==> src/hw/rtl/ttslfp_pkg.sv <==
// ----------------------------------------------------------------------------
// ttslfp_pkg
// Shared constants and types of the two-type sync/length frame parser.
// ----------------------------------------------------------------------------
`default_nettype none

package ttslfp_pkg;

  localparam int MAX_FRAME   = 32;
  localparam int FRAME_SLOTS = 8;

  localparam int ADDR_W  = $clog2(MAX_FRAME);
  localparam int COUNT_W = $clog2(MAX_FRAME + 1);
  localparam int SLOT_W  = (FRAME_SLOTS > 1) ? $clog2(FRAME_SLOTS) : 1;
  localparam int LEN_W   = 7;
  localparam int BYTE_W  = 8;
  localparam int POS_W   = 6;
  localparam int CFG_A_W = 3;

  localparam logic [CFG_A_W-1:0] REG_SYNC_FIRST  = 3'd0;
  localparam logic [CFG_A_W-1:0] REG_SYNC_SECOND = 3'd1;
  localparam logic [CFG_A_W-1:0] REG_TYPE_A_CODE = 3'd2;
  localparam logic [CFG_A_W-1:0] REG_TYPE_B_CODE = 3'd3;
  localparam logic [CFG_A_W-1:0] REG_TYPE_A_POS  = 3'd4;
  localparam logic [CFG_A_W-1:0] REG_TYPE_B_POS  = 3'd5;
  localparam logic [CFG_A_W-1:0] REG_TYPE_A_OFS  = 3'd6;
  localparam logic [CFG_A_W-1:0] REG_TYPE_B_OFS  = 3'd7;

  typedef struct packed {
    logic               start;
    logic [COUNT_W-1:0] n;
    logic               type_b;
    logic [SLOT_W-1:0]  slot;
  } frame_done_t;

endpackage

`default_nettype wire

==> src/hw/rtl/ttslfp_ram.sv <==
// ----------------------------------------------------------------------------
// ttslfp_ram
// Simple dual-port RAM, one write and one registered read port.
// ----------------------------------------------------------------------------
`default_nettype none

module ttslfp_ram #(
  parameter int DATA_W = 8,
  parameter int DEPTH  = 32
) (
  input  wire logic                      clk,
  input  wire logic                      we,
  input  wire logic [$clog2(DEPTH)-1:0]  waddr,
  input  wire logic [DATA_W-1:0]         wdata,
  input  wire logic                      re,
  input  wire logic [$clog2(DEPTH)-1:0]  raddr,
  output logic      [DATA_W-1:0]         rdata
);

  logic [DATA_W-1:0] mem [DEPTH];

  always_ff @(posedge clk) begin
    if (we) begin
      mem[waddr] <= wdata;
    end
  end

  always_ff @(posedge clk) begin
    if (re) begin
      rdata <= mem[raddr];
    end
  end

endmodule

`default_nettype wire

==> src/hw/rtl/ttslfp_hunt.sv <==
// ----------------------------------------------------------------------------
// ttslfp_hunt
// Header hunt, length capture and byte buffering; config registers.
// ----------------------------------------------------------------------------
`default_nettype none

module ttslfp_hunt (
  input  wire logic                           clk,
  input  wire logic                           rst_n,
  input  wire logic                           cfg_wr,
  input  wire logic [ttslfp_pkg::CFG_A_W-1:0] cfg_addr,
  input  wire logic [7:0]                     cfg_data,
  input  wire logic                           in_fire,
  input  wire logic [ttslfp_pkg::BYTE_W-1:0]  rx_byte,
  output logic                                mem_we,
  output logic [ttslfp_pkg::ADDR_W-1:0]       mem_waddr,
  output logic [ttslfp_pkg::BYTE_W-1:0]       mem_wdata,
  output ttslfp_pkg::frame_done_t             done
);
  import ttslfp_pkg::*;

  localparam logic [COUNT_W-1:0] CNT_SYNC1 = COUNT_W'(0);
  localparam logic [COUNT_W-1:0] CNT_SYNC2 = COUNT_W'(1);
  localparam logic [COUNT_W-1:0] CNT_TYPE  = COUNT_W'(2);
  localparam logic [LEN_W-1:0]   LEN_MAX   = LEN_W'(MAX_FRAME);

  logic [7:0]         sync1_r, sync2_r, code_a_r, code_b_r, ofs_a_r, ofs_b_r;
  logic [POS_W-1:0]   pos_a_r, pos_b_r;
  logic [COUNT_W-1:0] cnt_r, cnt_nxt, cnt_inc;
  logic               typ_r, typ_nxt;
  logic [LEN_W-1:0]   exp_r, exp_nxt, exp_eff, len_cap;
  logic [SLOT_W-1:0]  slot_r, slot_nxt;
  logic               hit;
  logic [8:0]         len_sum;

  always_ff @(posedge clk) begin
    if (!rst_n) begin
      sync1_r  <= 8'd170;
      sync2_r  <= 8'd85;
      code_a_r <= 8'd1;
      code_b_r <= 8'd2;
      pos_a_r  <= POS_W'(3);
      pos_b_r  <= POS_W'(3);
      ofs_a_r  <= 8'd0;
      ofs_b_r  <= 8'd0;
    end else if (cfg_wr) begin
      unique case (cfg_addr)
        REG_SYNC_FIRST:  sync1_r  <= cfg_data;
        REG_SYNC_SECOND: sync2_r  <= cfg_data;
        REG_TYPE_A_CODE: code_a_r <= cfg_data;
        REG_TYPE_B_CODE: code_b_r <= cfg_data;
        REG_TYPE_A_POS:  pos_a_r  <= cfg_data[POS_W-1:0];
        REG_TYPE_B_POS:  pos_b_r  <= cfg_data[POS_W-1:0];
        REG_TYPE_A_OFS:  ofs_a_r  <= cfg_data;
        REG_TYPE_B_OFS:  ofs_b_r  <= cfg_data;
        default: ;
      endcase
    end
  end

  always_comb begin
    if (!typ_r) begin
      hit     = (7'(cnt_r) == 7'(pos_a_r));
      len_sum = 9'(rx_byte) + 9'(ofs_a_r);
    end else begin
      hit     = (7'(cnt_r) == 7'(pos_b_r));
      len_sum = 9'(rx_byte) + 9'(ofs_b_r);
    end
    len_cap = (len_sum > 9'(MAX_FRAME)) ? LEN_MAX : len_sum[LEN_W-1:0];
    exp_eff = hit ? len_cap : exp_r;
    cnt_inc = cnt_r + COUNT_W'(1);
  end

  always_comb begin
    cnt_nxt     = cnt_r;
    typ_nxt     = typ_r;
    exp_nxt     = exp_r;
    slot_nxt    = slot_r;
    mem_we      = 1'b0;
    mem_waddr   = cnt_r[ADDR_W-1:0];
    mem_wdata   = rx_byte;
    done.start  = 1'b0;
    done.n      = cnt_inc;
    done.type_b = typ_r;
    done.slot   = slot_r;
    if (in_fire) begin
      unique case (cnt_r)
        CNT_SYNC1: begin
          if (rx_byte == sync1_r) begin
            mem_we  = 1'b1;
            cnt_nxt = cnt_inc;
            exp_nxt = LEN_MAX;
          end
        end
        CNT_SYNC2: begin
          if (rx_byte == sync2_r) begin
            mem_we  = 1'b1;
            cnt_nxt = cnt_inc;
          end else begin
            cnt_nxt = CNT_SYNC1;
          end
        end
        CNT_TYPE: begin
          if (rx_byte == code_a_r) begin
            mem_we  = 1'b1;
            cnt_nxt = cnt_inc;
            typ_nxt = 1'b0;
          end else if (rx_byte == code_b_r) begin
            mem_we  = 1'b1;
            cnt_nxt = cnt_inc;
            typ_nxt = 1'b1;
          end else begin
            cnt_nxt = CNT_SYNC1;
          end
        end
        default: begin
          mem_we  = 1'b1;
          cnt_nxt = cnt_inc;
          exp_nxt = exp_eff;
          if ((7'(cnt_inc) >= exp_eff) || (cnt_inc >= COUNT_W'(MAX_FRAME))) begin
            done.start = 1'b1;
            cnt_nxt    = CNT_SYNC1;
            slot_nxt   = (slot_r == SLOT_W'(FRAME_SLOTS - 1)) ? '0 : slot_r + SLOT_W'(1);
          end
        end
      endcase
    end
  end

  always_ff @(posedge clk) begin
    if (!rst_n) begin
      cnt_r  <= '0;
      typ_r  <= 1'b0;
      exp_r  <= LEN_MAX;
      slot_r <= '0;
    end else begin
      cnt_r  <= cnt_nxt;
      typ_r  <= typ_nxt;
      exp_r  <= exp_nxt;
      slot_r <= slot_nxt;
    end
  end

endmodule

`default_nettype wire

==> src/hw/rtl/ttslfp_readout.sv <==
// ----------------------------------------------------------------------------
// ttslfp_readout
// Frame readout: issue buffer reads and hold each word in the output register.
// ----------------------------------------------------------------------------
`default_nettype none

module ttslfp_readout (
  input  wire logic                          clk,
  input  wire logic                          rst_n,
  input  wire ttslfp_pkg::frame_done_t       done,
  output logic                               busy,
  output logic                               mem_re,
  output logic [ttslfp_pkg::ADDR_W-1:0]      mem_raddr,
  input  wire logic [ttslfp_pkg::BYTE_W-1:0] mem_rdata,
  output logic                               out_valid,
  input  wire logic                          out_ready,
  output logic [ttslfp_pkg::BYTE_W-1:0]      out_byte,
  output logic [ttslfp_pkg::POS_W-1:0]       out_pos,
  output logic [ttslfp_pkg::LEN_W-1:0]       out_len,
  output logic                               out_type_b,
  output logic [2:0]                         out_slot,
  output logic                               out_last
);
  import ttslfp_pkg::*;

  logic               busy_r, busy_nxt;
  logic               pend_r;
  logic               oval_r, oval_nxt;
  logic [COUNT_W-1:0] n_r, k_r, k_nxt, rk_r;
  logic               type_r;
  logic [SLOT_W-1:0]  slot_r;
  logic               issue, out_fire;

  assign out_fire  = oval_r && out_ready;
  assign issue     = busy_r && !pend_r && (!oval_r || out_fire);
  assign mem_re    = issue;
  assign mem_raddr = k_r[ADDR_W-1:0];
  assign busy      = busy_r;
  assign out_valid = oval_r;

  always_comb begin
    busy_nxt = busy_r;
    k_nxt    = k_r;
    if (done.start) begin
      busy_nxt = 1'b1;
      k_nxt    = '0;
    end else if (issue) begin
      k_nxt = k_r + COUNT_W'(1);
      if (k_nxt == n_r) begin
        busy_nxt = 1'b0;
      end
    end
    oval_nxt = pend_r ? 1'b1 : (out_fire ? 1'b0 : oval_r);
  end

  always_ff @(posedge clk) begin
    if (!rst_n) begin
      busy_r <= 1'b0;
      pend_r <= 1'b0;
      oval_r <= 1'b0;
      k_r    <= '0;
    end else begin
      busy_r <= busy_nxt;
      pend_r <= issue;
      oval_r <= oval_nxt;
      k_r    <= k_nxt;
    end
  end

  always_ff @(posedge clk) begin
    if (done.start) begin
      n_r    <= done.n;
      type_r <= done.type_b;
      slot_r <= done.slot;
    end
    if (issue) begin
      rk_r <= k_r;
    end
    if (pend_r) begin
      out_byte   <= mem_rdata;
      out_pos    <= POS_W'(rk_r);
      out_len    <= LEN_W'(n_r);
      out_type_b <= type_r;
      out_slot   <= 3'(slot_r);
      out_last   <= ((rk_r + COUNT_W'(1)) == n_r);
    end
  end

`ifndef SYNTHESIS
  a_start_idle: assert property (@(posedge clk) disable iff (!rst_n)
    done.start |-> !busy_r)
    else $error("frame completed while readout busy");
  a_pend_empty: assert property (@(posedge clk) disable iff (!rst_n)
    pend_r |-> !oval_r)
    else $error("read data arrived with output register full");
  a_idx_range: assert property (@(posedge clk) disable iff (!rst_n)
    busy_r |-> (k_r < n_r))
    else $error("read index past frame length");
  a_hold_stall: assert property (@(posedge clk) disable iff (!rst_n)
    (oval_r && !out_ready) |=> oval_r)
    else $error("output word dropped while stalled");
`endif

endmodule

`default_nettype wire

==> src/hw/rtl/two_type_sync_length_frame_parser_unit.sv <==
// ----------------------------------------------------------------------------
// two_type_sync_length_frame_parser_unit
// Sync/type header hunt with length-field framing and buffered frame readout.
// ----------------------------------------------------------------------------
// Usage:
//   in_*  : one received byte per word (in_tdata[7:0]).
//   cfg_* : register writes, index on cfg_addr, value on cfg_data; always ready.
//           Write only while no frame is being read out.
//   out_* : one word per frame byte, in received order, tlast on the final
//           byte; tuser carries the type B flag.
// Accepted bytes that pass the header hunt, and all frame body bytes, are written
// to the frame buffer. When a frame completes, in_tready drops and the buffer is
// read back word by word: each read goes through the registered read port into
// the output register, and the next read is issued only when that register is
// free or being emptied. in_tready returns once the last read is issued, so the
// next frame may be received while the final word waits in the output register.
// A stalled receiver holds the output register and pauses the buffer reads.
// Reset (synchronous, rst_n low) restores register defaults, restarts the
// hunt and empties the output; buffer contents are not cleared.
// ----------------------------------------------------------------------------
`default_nettype none

module two_type_sync_length_frame_parser_unit (
  input  wire logic        clk,
  input  wire logic        rst_n,
  input  wire logic        in_tvalid,
  output logic             in_tready,
  input  wire logic [7:0]  in_tdata,   // [7:0] rx_byte
  output logic             out_tvalid,
  input  wire logic        out_tready,
  output logic [23:0]      out_tdata,  // [7:0] frame_byte, [13:8] byte_position,
                                       // [20:14] frame_length, [23:21] slot_index
  output logic             out_tuser,  // [0] frame_type_b
  output logic             out_tlast,
  input  wire logic        cfg_valid,
  output logic             cfg_ready,
  input  wire logic [2:0]  cfg_addr,
  input  wire logic [7:0]  cfg_data
);
  import ttslfp_pkg::*;

  frame_done_t         done;
  logic                busy, in_fire;
  logic                mem_we, mem_re;
  logic [ADDR_W-1:0]   mem_waddr, mem_raddr;
  logic [BYTE_W-1:0]   mem_wdata, mem_rdata;
  logic [BYTE_W-1:0]   o_byte;
  logic [POS_W-1:0]    o_pos;
  logic [LEN_W-1:0]    o_len;
  logic [2:0]          o_slot;

  assign cfg_ready = 1'b1;
  assign in_tready = !busy;
  assign in_fire   = in_tvalid && in_tready;
  assign out_tdata = {o_slot, o_len, o_pos, o_byte};

  ttslfp_hunt u_hunt (
    .clk       (clk),
    .rst_n     (rst_n),
    .cfg_wr    (cfg_valid),
    .cfg_addr  (cfg_addr),
    .cfg_data  (cfg_data),
    .in_fire   (in_fire),
    .rx_byte   (in_tdata),
    .mem_we    (mem_we),
    .mem_waddr (mem_waddr),
    .mem_wdata (mem_wdata),
    .done      (done)
  );

  ttslfp_ram #(
    .DATA_W (BYTE_W),
    .DEPTH  (MAX_FRAME)
  ) u_ram (
    .clk   (clk),
    .we    (mem_we),
    .waddr (mem_waddr),
    .wdata (mem_wdata),
    .re    (mem_re),
    .raddr (mem_raddr),
    .rdata (mem_rdata)
  );

  ttslfp_readout u_readout (
    .clk        (clk),
    .rst_n      (rst_n),
    .done       (done),
    .busy       (busy),
    .mem_re     (mem_re),
    .mem_raddr  (mem_raddr),
    .mem_rdata  (mem_rdata),
    .out_valid  (out_tvalid),
    .out_ready  (out_tready),
    .out_byte   (o_byte),
    .out_pos    (o_pos),
    .out_len    (o_len),
    .out_type_b (out_tuser),
    .out_slot   (o_slot),
    .out_last   (out_tlast)
  );

endmodule

`default_nettype wire
==> config.mk <==
export PLATFORM = sky130hd
export DESIGN_NAME = two_type_sync_length_frame_parser_unit
export DESIGN_NICKNAME = d
export VERILOG_FILES = /design/src/hw/rtl/ttslfp_pkg.sv /design/src/hw/rtl/ttslfp_ram.sv /design/src/hw/rtl/ttslfp_hunt.sv /design/src/hw/rtl/ttslfp_readout.sv /design/src/hw/rtl/two_type_sync_length_frame_parser_unit.sv
export SDC_FILE = /design/constraint.sdc
export NUM_CORES = 1
export LEC_CHECK = 0
export CAP_MARGIN = 30
export CORE_MARGIN = 5
export CORE_UTILIZATION = 40
export DETAILED_ROUTE_END_ITERATION = 10
export DONT_BUFFER_PORTS = 1
export PLACE_DENSITY = 0.65
export SYNTH_ARGS = -nofsm -noshare
export SYNTH_HDL_FRONTEND = slang
export SYNTH_SLANG_ARGS = --single-unit
==> constraint.sdc <==
create_clock -name clk -period 6.2 [get_ports clk]
set_clock_uncertainty 0.05 [all_clocks]
set_input_delay 0.31 -clock clk [delete_from_list [all_inputs] [get_ports clk]]
set_output_delay 0.31 -clock clk [all_outputs]
set_load 0.005 [all_outputs]
# After elaboration in Yosys (flattened, before gate mapping)
# Memories as Yosys holds them, arrays and structs flattened. A register that Yosys moved wholly into a read port is not among the register bits.
# Index checks and enable logic that the tools add are counted.
dict set report word_totals {
  word_cells 120
  mem_bits_rw 256
  inputBits 24
  ff_bits 127
  mem_count 1
}
dict set report op_classes {
  bitwise_logic 3
  n_eq_ne 19
  addsub 6
  mux 31
  magnitude_cmp 3
  reduce_logical 31
}
# memory depth width rd rd_ports_with_merged_regs write_ports line_no
set mem_list {}
lappend mem_list {u_ram.mem 32 8 1 1 1 ttslfp_ram.sv:20} ;# logic [DATA_W-1:0] mem [DEPTH];
# operator count
set ops {}
lappend ops {{$eq A8 B8 Y1} 4}
lappend ops {{$mux W6} 5}
lappend ops {{$eq A6 B6 Y1} 4}
lappend ops {{$mux W7} 3}
lappend ops {{$reduce_and A2 Y1} 10}
lappend ops {{$add A6 B1 Y6 const B} 3}
lappend ops {{$add A8 B8 Y9} 2}
lappend ops {{$mux W1} 18}
lappend ops {{$pmux W6 S3} 1}
lappend ops {{$eq A3 B3 Y1 const B} 5}
lappend ops {{$pmux W7 S2} 1}
lappend ops {{$gt A9 B6 Y1 const B} 1}
lappend ops {{$mux W9} 1}
lappend ops {{$reduce_and A3 Y1} 3}
lappend ops {{$reduce_bool A2 Y1} 4}
lappend ops {{$ge A6 B7 Y1} 1}
lappend ops {{$eq A3 B2 Y1 const B} 2}
lappend ops {{$eq A6 B1 Y1 const B} 1}
lappend ops {{$eq A6 B2 Y1 const B} 1}
lappend ops {{$ge A6 B6 Y1 const B} 1}
lappend ops {{$logic_not A6 Y1} 1}
lappend ops {{$logic_and A1 B1 Y1} 4}
lappend ops {{$reduce_or A2 Y1} 2}
lappend ops {{$add A3 B1 Y3 const B} 1}
lappend ops {{other kinds (9)} 14}

# Depth between registers and ports, before layout
# Gate-level depths: netlist of the first run.
dict set report logic_depth {
  depth_word 12
  ltp_mapped 21
}

# Modules after synthesis
# From an unflattened synthesis of the first run, not the netlist that was laid out.
dict set report unflattened {
  hier_cells 1064
  hier_area_um2 16427.0
}
# mod area_per_inst_um2 cells_each instances
set modules_own_cells {}
lappend modules_own_cells {ttslfp_ram 10133.5 417 1}
lappend modules_own_cells {ttslfp_hunt 4362.9 519 1}
lappend modules_own_cells {ttslfp_readout 1909.3 124 1}
lappend modules_own_cells {two_type_sync_length_frame_parser_unit 21.3 4 1}

# Least setup slack after synthesis of the first run
# Ideal clock, no wire load.
dict set report synth_path {
  path_type {reg2reg}
  start {register u_hunt.typ_r}
  end {register u_readout.n_r[0] (enable)}
  period_less_slack_ns 4.362
  path_slack_ns 1.838
  stages_incl_launch_ff 20
  t_arrival_ns 3.978
  path_cell_list {dfxtp_1 buf_6 buf_2 mux2_2 ha_1 inv_1 fa_1 inv_1 a21o_1 a21o_1 xor2_1 nor4_1 nor2b_1 a22oi_1 ha_1 o21ai_0 o21bai_1 a311oi_1 a311o_4 inv_1}
}
# element line_no
set synth_lines {}
lappend synth_lines {{from (decl)} ttslfp_hunt.sv:30} ;# logic typ_r, typ_nxt;
lappend synth_lines {{from (signal assigned)} ttslfp_hunt.sv:138} ;# typ_r <= typ_nxt;
lappend synth_lines {{to (signal assigned)} ttslfp_readout.sv:72} ;# n_r <= done.n;
lappend synth_lines {{to (decl)} ttslfp_readout.sv:29} ;# logic [COUNT_W-1:0] n_r, k_r, k_nxt, rk_r;

==> run summary, run 1 <==
Syn Area/Cell - 15.5 um2
total track usage - 15.2%
CTS resizes - 0
Clock Latency Late Sink - 0.53 ns
setup_tns - 0 ns
RSZ-0062 raised after global routing - no
sequential share of power - 52.0%
total area of multi-input combinational cells - 4900 um2
critical path type - register to register
sequential element share of the synthesized area - 67.9%
Nets - 1,103
Placed Instances - 1,518
Horiz. Die Dim - 210 um
WL/cell - 20.9 um
Final min period - 4.68 ns
Port Buffers - 0
clock network power share - 44.9%
Num CTS Buffers - 40
endpoints failing setup - 0
filler instances - 3,441
Final Hold Violating Endpoints - 0
CTS H-tree depth - 2
CTS tree - built
ys async rst share - 0%
Net Count, Synth - 1,079
Sw Ratio - 19.5%
data required time of the worst path - 6.34 ns
Peak supply drop - 0.000237 V
clock slew at reported path FFs - 0.06 ns
hold crit path type - input pin to register
Ant. Diodes - 0
status - completed
DRT iter0 DRCs - 534
DRC errors left - 0
cell area after synthesis - 16,000 um2
initial core utilization - 40.4%
Routed WL - 33,700 um
core area - 39,600 um2
Area growth, synth to finish - 13.5%
vias per cell - 5.35
period utilization - 75.5%
cts hold-fix bufs - 19
number of synthesized flops with an enable pin - 305
Slew headroom - 29.9%
Post-DP HPWL - 20,800 um
Lkg Pwr - 5.78 nW
CP Max Fanout - 16
first-pass GRT wire length - 52,500 um
# IOs - 53
Clock Path Buffers - 3
Routed Antenna Nets - 0
row cnt - 73
vias in the first global route - 8,708
Power Density - 300 nW/um2
kind of end point of the critical path - register
largest net degree at the start of global routing - 56
via count - 8,609
CTS root buf - clkbuf_16
worst-margin pin slew - 1.04 ns
cell internal pwr - 4.39 mW
Most used DFF post-synth - edfxtp_1
Setup crit start kind - register
Die H - 210 um
Die ar. - 44,200 um2
Final Slew Violations - 0
Seq cells post-synth - 391
Psw - 1.06 mW
Seq. cell area - 10,900 um2
initial antenna violation count - 0
DRT Pass-1 Iters - 5
crit path DAT - 4.82 ns
Finished Layout Cells - 1,610
clock sink total - 391
post-CTS setup buffers - 0
share of layout cells above drive strength 1 - 16.4%
Max Freq - 214 MHz
distinct cell type count after synthesis - 53
Synth Instances - 1,032
share of total power in combinational logic - 3.0%
YS warnings - 0
GPL Wtd Cong - 0.787
max-cap violations - 0
Remaining Overflow, GRT - 0
cell usage in the layout, fill, tap and decap left out, drive strengths merged, types with 27 or more instances in the layout:
cell type and count:
edfxtp 305, nand2 132, dfxtp 86, mux4 80
nor2 69, clkbuf 56, a21oi 51, xnor2 34
xor2 32, nand3 27
critical path: stages (launching register included):
cell and delay (ns):
dfxtp_1 0.30, buf_4 0.26, mux2_2 0.37, ha_1 0.20
inv_1 0.08, fa_1 0.20, inv_1 0.05, a21o_1 0.19
a21o_1 0.16, xor2_1 0.13, nor4_1 0.39, nor2b_1 0.38
a22oi_1 0.14, ha_1 0.29, o21ai_0 0.07, o21bai_1 0.15
a311oi_1 0.14, a311o_4 0.44, inv_1 0.30
worst paths after layout:
path / depth (start not counted) / startpoint / end / slack (ns)
setup / recovery: 18 / u_hunt.typ_r / u_readout.n_r[0] / 1.52
hold / removal: 1 / in_tdata[3] / u_ram.mem[8][3] / 0.04
setup reg to reg: 18 / u_hunt.typ_r / u_readout.n_r[0] / 1.52
hold reg to reg: 0 / u_ram.rdata[3] / u_readout.out_byte[3] / 0.37
cells in the mapped netlist, types with 4 or more instances:
| library cell | number | area, um2 |
|---|---|---|
| dfxtp_1 | 86 | 1720 |
| nor2b_1 | 8 | 50.1 |
| a21oi_1 | 50 | 250 |
| a31oi_1 | 4 | 25.0 |
| xnor2_1 | 34 | 298 |
| nor2_1 | 69 | 259 |
| nand3_1 | 27 | 135 |
| a21o_1 | 5 | 37.5 |
| mux2_2 | 15 | 169 |
| clkbuf_1 | 28 | 105 |
| nand2b_1 | 4 | 25.0 |
| and2_1 | 6 | 37.5 |
| mux4_2 | 80 | 1800 |
| edfxtp_1 | 305 | 9160 |
| nand3b_1 | 4 | 30.0 |
| buf_2 | 7 | 35.0 |
| xor2_1 | 32 | 280 |
| nand2_1 | 131 | 492 |
| nor3_1 | 8 | 40.0 |
| mux2i_1 | 20 | 200 |
| nand4_1 | 6 | 37.5 |
| o21ai_0 | 8 | 40.0 |
| a22oi_1 | 5 | 37.5 |
| inv_1 | 12 | 45.0 |
| ha_1 | 22 | 275 |
| nor4_1 | 7 | 43.8 |
| a32o_1 | 5 | 50.1 |
| buf_1 | 8 | 30.0 |
state kept, by name, summed over array words and instances, names as in the netlist, 7 cells and up:
| name | flops |
|---|---|
| u_ram.mem | 256 |
| u_hunt.code_a_r | 8 |
| u_hunt.code_b_r | 8 |
| u_hunt.ofs_a_r | 8 |
| u_hunt.ofs_b_r | 8 |
| u_hunt.sync1_r | 8 |
| u_hunt.sync2_r | 8 |
| u_ram.rdata | 8 |
| u_readout.out_byte | 8 |
| u_hunt.exp_r | 7 |
stage by stage:
step	hold slack, ns	power, mW	utilization, %	worst slack, ns	cell area (um2)
detailed placement	0.334	3.00	41.7	1.48	16500
global route	0.0265	5.64	45.9	1.17	18200
global placement	0.332	3.00	41.7	1.59	16500
finish	0.0372	5.45	45.9	1.52	18200
CTS	0.0260	5.50	45.8	1.47	18100
floorplan	0.350	2.99	-	1.84	16000
layer usage:
layer  vias to the layer above  global-route usage [%]  wire length (um)
met5                         -                       0                 0
met2                       223                    24.8             16400
met3                        47                    3.29              2080
met4                         0                    3.51               633
met1                      4378                    21.1             14600
li1                       3961                       -                 -
power groups by stage:
stage          Sequential, mW  Combinational [mW]  Clock [mW]
2_1_floorplan            2.89              0.0935           0
3_3_place_gp             2.89               0.107           0
3_5_place_dp             2.90               0.108           0
4_1_cts                  2.84               0.163        2.50
5_1_grt                  2.84               0.181        2.62
6_report                 2.84               0.164        2.45
cell type report:
class | instances | share of cell area (%)
inverters | 13 | 0.268
repair buffers | 28 | 1.94
well taps | 525 | 3.61
flip-flops and latches | 391 | 59.9
multi-input cells | 582 | 26.9
clock buffers | 55 | 6.10
clock inverters | 16 | 1.28
cells by family after synthesis:
kind of cell / share of synthesized area [%]
adders and majority gates: 1.84
and+or+nand+nor: 7.77
muxes: 13.5
other: 0.0469
buffers and inverters: 1.53
DFF: 67.9
AOI/OAI and AO/OA: 3.74
xor gates and xnor gates: 3.61
Note: power is estimated with default switching activity, not from simulation.
==> inputs of run 2 (changes only) <==
Clock period 6.2 ns to 4.49 ns, I/O delays scaled along.
==> run 2 against run 1 <==
Utilization up 0.74 points. Register-to-register slack got worse by 1.3 ns. Die area is the same. Critical path depth unchanged. Count of clock-buffer cells in the layout down 3. Via count is 1.1% higher. First-iteration DRC count grew 8.4%. Non-clock buffer count is 22 higher. Power increased by 39%. Critical path type unchanged. Critical endpoint is now u_hunt.slot_r[0].
==> run summary, run 2 (synthesis gave the netlist of run 1 again) <==
Final min period - 4.24 ns (-0.441 ns)
CTS H-tree depth - 2 (unchanged)
Die H - 210 um (unchanged)
setup ws final - 0.253 ns (-1.27 ns)
share of layout cells above drive strength 1 - 18.7% (+2.2 points)
hold crit path type - input pin to register
crit path DAT - 4.66 ns (-0.16 ns)
critical path type - register to register
RR Startpoint - u_hunt.typ_r
WP buf/inv - 2 (-2)
FF-to-FF End - u_hunt.slot_r[0]
Top reg by flops - u_ram.mem
worst-margin pin slew - 1.04 ns (-0.00752 ns)
core area - 39,600 um2 (unchanged)
Port Buffers - 0 (unchanged)
commonest non-fill, non-tap cells in the layout - edfxtp_1, nand2_1, dfxtp_1
CP max-delay cell - a311o_4
filler instances - 3,436 (-0.15%)
Remaining Overflow, GRT - 0 (unchanged)
WL/cell - 20.8 um (-0.62%)
Max Freq - 236 MHz (+10%)
DRC errors left - 0 (unchanged)
Die ar. - 44,200 um2 (unchanged)
Final Slew Violations - 0 (unchanged)
worst hold start - cfg_addr[1]
endpoints failing setup - 0 (unchanged)
setup_tns - 0 ns (unchanged)
vias in the first global route - 8,807 (+1.1%)
Post-DP Area - 16,700 um2 (+0.77%)
DRT iter0 DRCs - 579 (+8.4%)
most common cell after layout, fill and taps aside - edfxtp_1
# IOs - 53 (unchanged)
first-pass GRT wire length - 52,600 um (+0.21%)
Slew headroom - 30.7% (+0.81 points)
Ant. Diodes - 0 (unchanged)
Clock Latency Late Sink - 0.55 ns (+0.02 ns)
CTS tree - built
CTS root buf - clkbuf_16
R2R setup slack - 0.25 ns (-1.27 ns)
GPL Wtd Cong - 0.807 (+2.6%)
row cnt - 73 (unchanged)
clock slew at reported path FFs - 0.06 ns (about the same)
initial antenna violation count - 0 (unchanged)
kind of end point of the critical path - register
worst setup path end - u_hunt.slot_r[0]
Horiz. Die Dim - 210 um (unchanged)
Crit path depth - 18 (unchanged)
initial core utilization - 40.4% (unchanged)
CP top delay family - compound AO/OA/AOI/OAI gates
Post-DP HPWL - 21,400 um (+2.7%)
Nets - 1,129 (+2.4%)
Setup crit start kind - register
Final Hold Violating Endpoints - 0 (unchanged)
Final Util - 46.6% (+0.74 points)
RSZ-0062 raised after global routing - no
fin area - 18,500 um2 (+1.6%)
period utilization - 94.4% (+19 points)
clock sink total - 391 (unchanged)
max-cap violations - 0 (unchanged)
DRT Pass-1 Iters - 5 (unchanged)
total track usage - 15.3% (+0.11 points)
R2R depth - 18 (unchanged)
Area growth, synth to finish - 15.3%
CP Max Fanout - 11 (-5)
Critical path origin - u_hunt.typ_r
crit-path max cell delay - 0.41 ns (-0.03 ns)
via count - 8,700 (+1.1%)
status - completed
max FFs per register - 256 (unchanged)
data required time of the worst path - 4.91 ns (-1.43 ns)
post-place setup slack - 0.00907 ns (-1.47 ns)
vias per cell - 5.30 (-0.79%)
Power Density - 411 nW/um2 (+37%)
Clock Path Buffers - 3 (unchanged)
Num CTS Buffers - 43 (+7.5%)
largest net degree at the start of global routing - 65 (+16%)
Routed WL - 34,100 um (+1.2%)
critical-path cell list - buf_6 -> mux2_2 -> ha_1 -> a21oi_1 -> nor2b_1 -> a21o_1 -> xor2_1 -> nor4_2 -> nor2b_4 -> a22oi_1 -> ha_1 -> o21ai_0 -> o21bai_1 -> a311oi_2 -> a311o_4 -> buf_4 -> or3_1 -> a21oi_1
Routed Antenna Nets - 0 (unchanged)
Lkg Pwr - 5.91 nW (+2.1%)
Peak supply drop - 0.000293 V (+24%)
[run 2: worst min path at each step]
stage | endpoint | slack (ns) | depth (start not counted)
floorplan | u_ram.mem[0][0] | 0.27 | 0
global placement | u_hunt.exp_r[5] | 0.25 | 1
detailed placement | u_hunt.exp_r[5] | 0.25 | 1
CTS | u_hunt.code_a_r[1] | 0.007 | 4
global route | u_hunt.cnt_r[5] | 0.05 | 2
finish | u_hunt.code_a_r[6] | 0.02 | 4
[run 2: through the flow]
stage,instances,power [mW],hold slack [ns]
floorplan,1032,4.12,0.273
detailed placement,1532,4.15,0.248
finish,1640,7.58,0.0227
global route,1640,7.85,0.0452
CTS,1637,7.67,0.00659
global placement,1530,4.15,0.247
[run 2: cell type report]
| cell class | count | area (um2) | share of cell area, % |
|---|---|---|---|
| Sequential cell | 391 | 10900 | 58.9 |
| Multi-Input combinational cell | 582 | 4940 | 26.7 |
| Clock buffer | 52 | 1130 | 6.12 |
| Tap cell | 525 | 657 | 3.56 |
| Timing Repair Buffer | 50 | 547 | 2.96 |
| Clock inverter | 26 | 254 | 1.37 |
| Inverter | 13 | 52.6 | 0.284 |
| Timing Repair inverter | 1 | 7.51 | 0.0406 |
[run 2: metal layers]
layer  track usage, %  vias to the layer above  wire (um)
met5                0                        -          0
met4             4.12                        0        731
met3             3.14                       62       1840
met2             25.4                      234      17000
met1             20.8                     4388      14500
li1                 -                     4016          -
[run 2: timing repair]
action / CTS / global route
pin swaps: 0 / 3
buffers inserted: 0 / 1
resized for setup: 1 / 12
setup endpoints to repair: 10 / 24
hold buffers: 27 / 0
endpoints found under the hold margin: 336 / 0
cloned: 0 / 1
[run 2: power breakdown]
part	switching (mW)	total, mW	internal [mW]	leakage, nW
clock network	1.39	3.42	2.03	0.669
registers	0.0128	3.92	3.91	3.43
logic	0.150	0.240	0.0897	1.81
[run 2: tightest hold or removal path: cells and delay by family]
| kind | cells | cell delay (ns) |
|---|---|---|
| AND/OR/NAND/NOR | 3 | 0.30 |
| AO/OA/AOI/OAI | 1 | 0.05 |
